### config.mk
export PLATFORM = sky130hd
export DESIGN_NAME = tpms_cell
export DESIGN_NICKNAME = d
export VERILOG_FILES = /design/src/rtl/tpms_pkg.sv /design/src/rtl/tpms_cell.sv
export SDC_FILE = /design/constraint.sdc
export NUM_CORES = 1
export LEC_CHECK = 0
export BUFFER_PORTS_ARGS = -buffer_cell sky130_fd_sc_hd__buf_2
export CAP_MARGIN = 20
export CORE_AREA = 2 2 129 131
export CTS_CLUSTER_SIZE = 10
export DETAILED_ROUTE_END_ITERATION = 6
export DIE_AREA = 0 0 131 133
export PLACE_DENSITY = 0.78
export SLEW_MARGIN = 20
export SYNTH_ARGS = -nofsm -noshare
export SYNTH_HDL_FRONTEND = slang
export SYNTH_SLANG_ARGS = --single-unit
### constraint.sdc
create_clock -name clk -period 5.55 [get_ports clk]
set_input_delay 1.11 -clock clk [delete_from_list [all_inputs] [get_ports clk]]
set_output_delay 1.11 -clock clk [all_outputs]
set_load 0.01 [all_outputs]
### src/rtl/tpms_pkg.sv
// Shared constants and types for the tracked pointer table.
`default_nettype none
package tpms_pkg;
  localparam int TableDepthDefault = 64;
  localparam int CountWidthDefault = 16;

  localparam logic [2:0] KIND_ALLOC   = 3'd0;
  localparam logic [2:0] KIND_TRACK   = 3'd1;
  localparam logic [2:0] KIND_UNTRACK = 3'd2;
  localparam logic [2:0] KIND_RENAME  = 3'd3;
  localparam logic [2:0] KIND_STACK   = 3'd4;
  localparam logic [2:0] KIND_HEAP    = 3'd5;
  localparam logic [2:0] KIND_SWEEP   = 3'd6;
  localparam logic [2:0] KIND_FLUSH   = 3'd7;

  localparam logic [2:0] ST_OK       = 3'd0;
  localparam logic [2:0] ST_DUP      = 3'd1;
  localparam logic [2:0] ST_NOTFOUND = 3'd2;
  localparam logic [2:0] ST_FULL     = 3'd3;
  localparam logic [2:0] ST_NOMATCH  = 3'd4;
  localparam logic [2:0] ST_FREED    = 3'd5;

  // Command broadcast from the controller to every cell
  typedef struct packed {
    logic        do_append;
    logic        do_remove;
    logic        do_rename;
    logic        do_mark;
    logic        do_sweep;
    logic        do_flush;
    logic [63:0] ptr;
    logic [63:0] new_ptr;
  } tpms_cmd_t;
endpackage
`default_nettype wire

### src/rtl/tpms_cell.sv
// One table entry: holds pointer and counts, shifts toward the front on removal.
`default_nettype none
module tpms_cell import tpms_pkg::*; #(
  parameter int CountWidth = CountWidthDefault
) (
  input  wire logic                  clk,
  input  wire logic                  rst,
  input  wire tpms_cmd_t             cmd,
  // entry behind this one
  input  wire logic                  nb_valid,
  input  wire logic [63:0]           nb_ptr,
  input  wire logic [CountWidth-1:0] nb_refs,
  input  wire logic [CountWidth-1:0] nb_found,
  // first match lies before this cell
  input  wire logic                  hit_before,
  // this cell is the first empty slot
  input  wire logic                  append_here,
  // the front cell of the sweep/flush shift, removal at or before here
  input  wire logic                  shift_here,
  output logic                       valid,
  output logic [63:0]                ptr,
  output logic [CountWidth-1:0]      refs,
  output logic [CountWidth-1:0]      found,
  output logic                       hit
);
  localparam logic [CountWidth-1:0] CountMax = '1;

  logic first_hit;

  assign hit       = valid && (ptr == cmd.ptr);
  assign first_hit = hit && !hit_before;

  // Update control state
  always_ff @(posedge clk) begin
    if (rst) begin
      valid <= 1'b0;
    end else if (append_here) begin
      valid <= 1'b1;
    end else if (shift_here) begin
      valid <= nb_valid;
    end
  end

  // Update payload
  always_ff @(posedge clk) begin
    if (append_here) begin
      ptr   <= cmd.ptr;
      refs  <= CountWidth'(1);
      found <= '0;
    end else if (shift_here) begin
      ptr   <= nb_ptr;
      refs  <= nb_refs;
      found <= nb_found;
    end else if (cmd.do_rename && first_hit) begin
      ptr <= cmd.new_ptr;
    end else if (cmd.do_mark && first_hit && found != CountMax) begin
      found <= found + CountWidth'(1);
    end
  end
endmodule
`default_nettype wire

==> impl_results.md <==
* Outcome: completed
* CTS Buffer Depth at 2
* Total power at 1.990 mW
* Sink Count at between 90 and 100
* Slew HR at between 30% and 40%
* Req. time, crit path at 4.44 ns
* Initial core utilization at 34.37%
* RSZ-0062 raised after global routing: no
* Post-synthesis register bit count at 97
* Worst hold path type: reg2reg
* Sw Share at 29.54%
* Gr ovfl total at 0
* Count of hold-fix buffers inserted at cts at 0
* DP HPWL at 14.12 mm
* Crit path from: cmd[114]
* 1st-iter DRT viols at 249
* Post-synth net total at 789
* N_diodes at 0
* Top-area cell type share of the netlist area at about a third
* R2R depth at 6
* Pwr dens at roughly 260 nW/um2
* IO buf count at 329
* Worst flop-to-flop path startpoint: ptr[50]
* Clock Skew at 0.01419 ns
* Clock root buffer: clkbuf_16
* Core box area at 16170 um2
* Worst setup path category: in2out
* P_leak at 3.583 nW
* P_int at 1.402 mW
* Reg power frac at 45.5%
* Worst Hold Path Cells at 2
* I/O pins at 334
* Largest net degree at the start of global routing at 86
* Clk Latency, worst-skew pair at 0.35 ns
* Post-layout nets at 1103
* Via/cell ratio at 4.854
* Clk slew on worst S/H paths at 0.08 ns
* Worst Setup End Kind: output pin
* Worst setup path endpoint: hit
* Most common cell after layout, fill and taps aside: buf_2
* Share of post-route cells with drive strength above 1 at 41.68%
* Filler instances at 1544
* Top FF cell, synth: edfxtp_1
* Yosys warning count at 0
* Initial antenna violation count at 0
* Slew Limit Fails at 0
* Setup TNS at 0 ns
* CP Launch Type: input port
* Post-CTS sizing at 0
* Post-synth EDFFs at 64
* Period utilization at 69.85%
* Cell Area, Synth at 5558 um2
* Area delta synth->final at 38.77%
* Post-CTS setup buffer count at 0
* Average routed wire per standard cell at between 15 and 20 um
* Logic pwr share at a little over a fifth
* Post-Layout Cell Count at 1091
* Routed Antenna Nets at 0
* Synth Instances at 552
* Fin util at between 40% and 50%
* H-tree depth at 3
* Worst vdd ir at 0.1274 mV
* DR pass1 iterations at 6
* Max-cap violations at 0
* # setup viols final at 0
* Minimum clock period at 3.877 ns
* Reg2Reg Setup Slack at ~2.4 ns
* Via count at 5296
* Total GRT Usage at about a fifth
* # DRC at 0
* Async set-reset flop share out of synthesis at 0%
* CTS tree: yes
* Top cells by area, synth: edfxtp_1 35%, mux2i_1 14%, dfxtp_1 12%, xnor2_1 9.8%, o21ai_0 6.3%
* Die area at 17420 um2
* GP Congestion at between 0.8 and 0.9
* Vias in the first global route at 5319
* Arrival time worst endpoint at 2.77 ns
* Clock power share at 32.5%
* Distinct cells, synth at 44
* Post-synth top area cell: edfxtp_1
* Die width at 131 um
* CTS Buf Count at 9
* Largest fanout on the critical path at 8
* Avg Inst Size Synth at 10.07 um2
* Achievable frequency at 258.0 MHz
* Terminus of the critical flop-to-flop path: ptr[60]
* Register area share after synthesis at 46.47%
* Final WL at 18.20 mm
* Psw at around 590 uW
* Rows at 47
* Most frequent cells in the layout: 327 x buf_2, 80 x mux2i_1, 75 x nand2_1
* First-pass GRT wire length at about 28 mm
* Worst slew pin tran at 0.9067 ns
* Hold Vio Cnt, Final at 0
* DIE HEIGHT at 133 um
* Dpl cells at 1075
Yosys cell counts (2+ instances only):
master	number
nor2_1	26
a21oi_1	2
nor2b_1	8
dfxtp_1	33
nand2_1	75
buf_1	8
nor4_4	2
and4_2	3
xnor2_1	62
nor4_1	5
clkbuf_1	21
a2111o_1	2
and3_1	4
inv_1	19
a2111oi_2	3
a211oi_1	8
o21bai_1	2
mux2i_1	80
nand3_1	4
nand2b_1	3
edfxtp_1	64
nor3_1	8
o22ai_1	3
nand4_1	14
o221ai_1	3
nor4b_1	2
and4_1	2
o21ai_0	70
power groups by stage:
stage	Combinational [mW]	Sequential, mW	Clock, mW
floorplan	0.184	0.951	0
global placement	0.434	0.916	0
detailed placement	0.441	0.922	0
CTS	0.443	0.906	0.667
global route	0.481	0.917	0.691
finish	0.436	0.906	0.648
flip-flops by register name, summed over array words and instances, names as in the netlist:
signal  flops
ptr        64
valid       1
found      16
refs       16
how the worst min path moves through the flow:
stage                   from       end
finish               refs[5]   refs[5]
detailed placement   refs[5]   refs[5]
floorplan           refs[10]  refs[10]
global placement    refs[12]  refs[12]
CTS                  refs[5]   refs[5]
global route        refs[13]  refs[13]
final cells by class:
| cell class | instances | area, um2 | area share [%] |
|---|---|---|---|
| sequential | 97 | 2582 | 33.48 |
| multi-input combinational | 406 | 2798 | 36.28 |
| clock buffer | 10 | 250.2 | 3.245 |
| timing repair buffer | 333 | 1682 | 21.80 |
| inverter | 19 | 71.32 | 0.9247 |
| clock inverter | 6 | 53.80 | 0.6976 |
| tap | 220 | 275.3 | 3.569 |
cells by family (layout without fill, tap and decap cells):
kind of cell	after synthesis	count (layout)	synth area share (%)
flops	97	97	46.47
simple gates	164	164	14.97
xor+xnor	62	62	9.770
mux	81	81	14.61
compound gates	98	98	10.63
buf+inv	49	368	3.332
fa+ha+maj	1	1	0.2251
metal layers:
metal / part of all wire [%] / GRT usage, % / wire length, um
met1: 40 / 24.99 / 7355
met2: 50 / 35.78 / 9040
met3: 7.0 / 4.286 / 1280
met4: 2.9 / 8.392 / 520
met5: 0 / 0 / 0
worst max-delay path, cell delays in order:
cell and delay [ns]:
buf_2 0.11, xnor2_1 0.35, nand4_1 0.21, nor4_2 0.54, nand2_4 0.17, nor2_1 0.12
buf_2 0.14
through the flow:
step / hold WS [ns] / worst slack [ns] / cell area, um2
2_1_floorplan: 0.5316 / 1.486 / 5558
3_3_place_gp: 0.4689 / 1.554 / 7408
3_5_place_dp: 0.4789 / 1.508 / 7408
4_1_cts: 0.4964 / 1.565 / 7712
5_1_grt: 0.5166 / 1.501 / 7712
6_report: 0.4928 / 1.673 / 7712
Note: power is estimated with default switching activity, not from simulation.
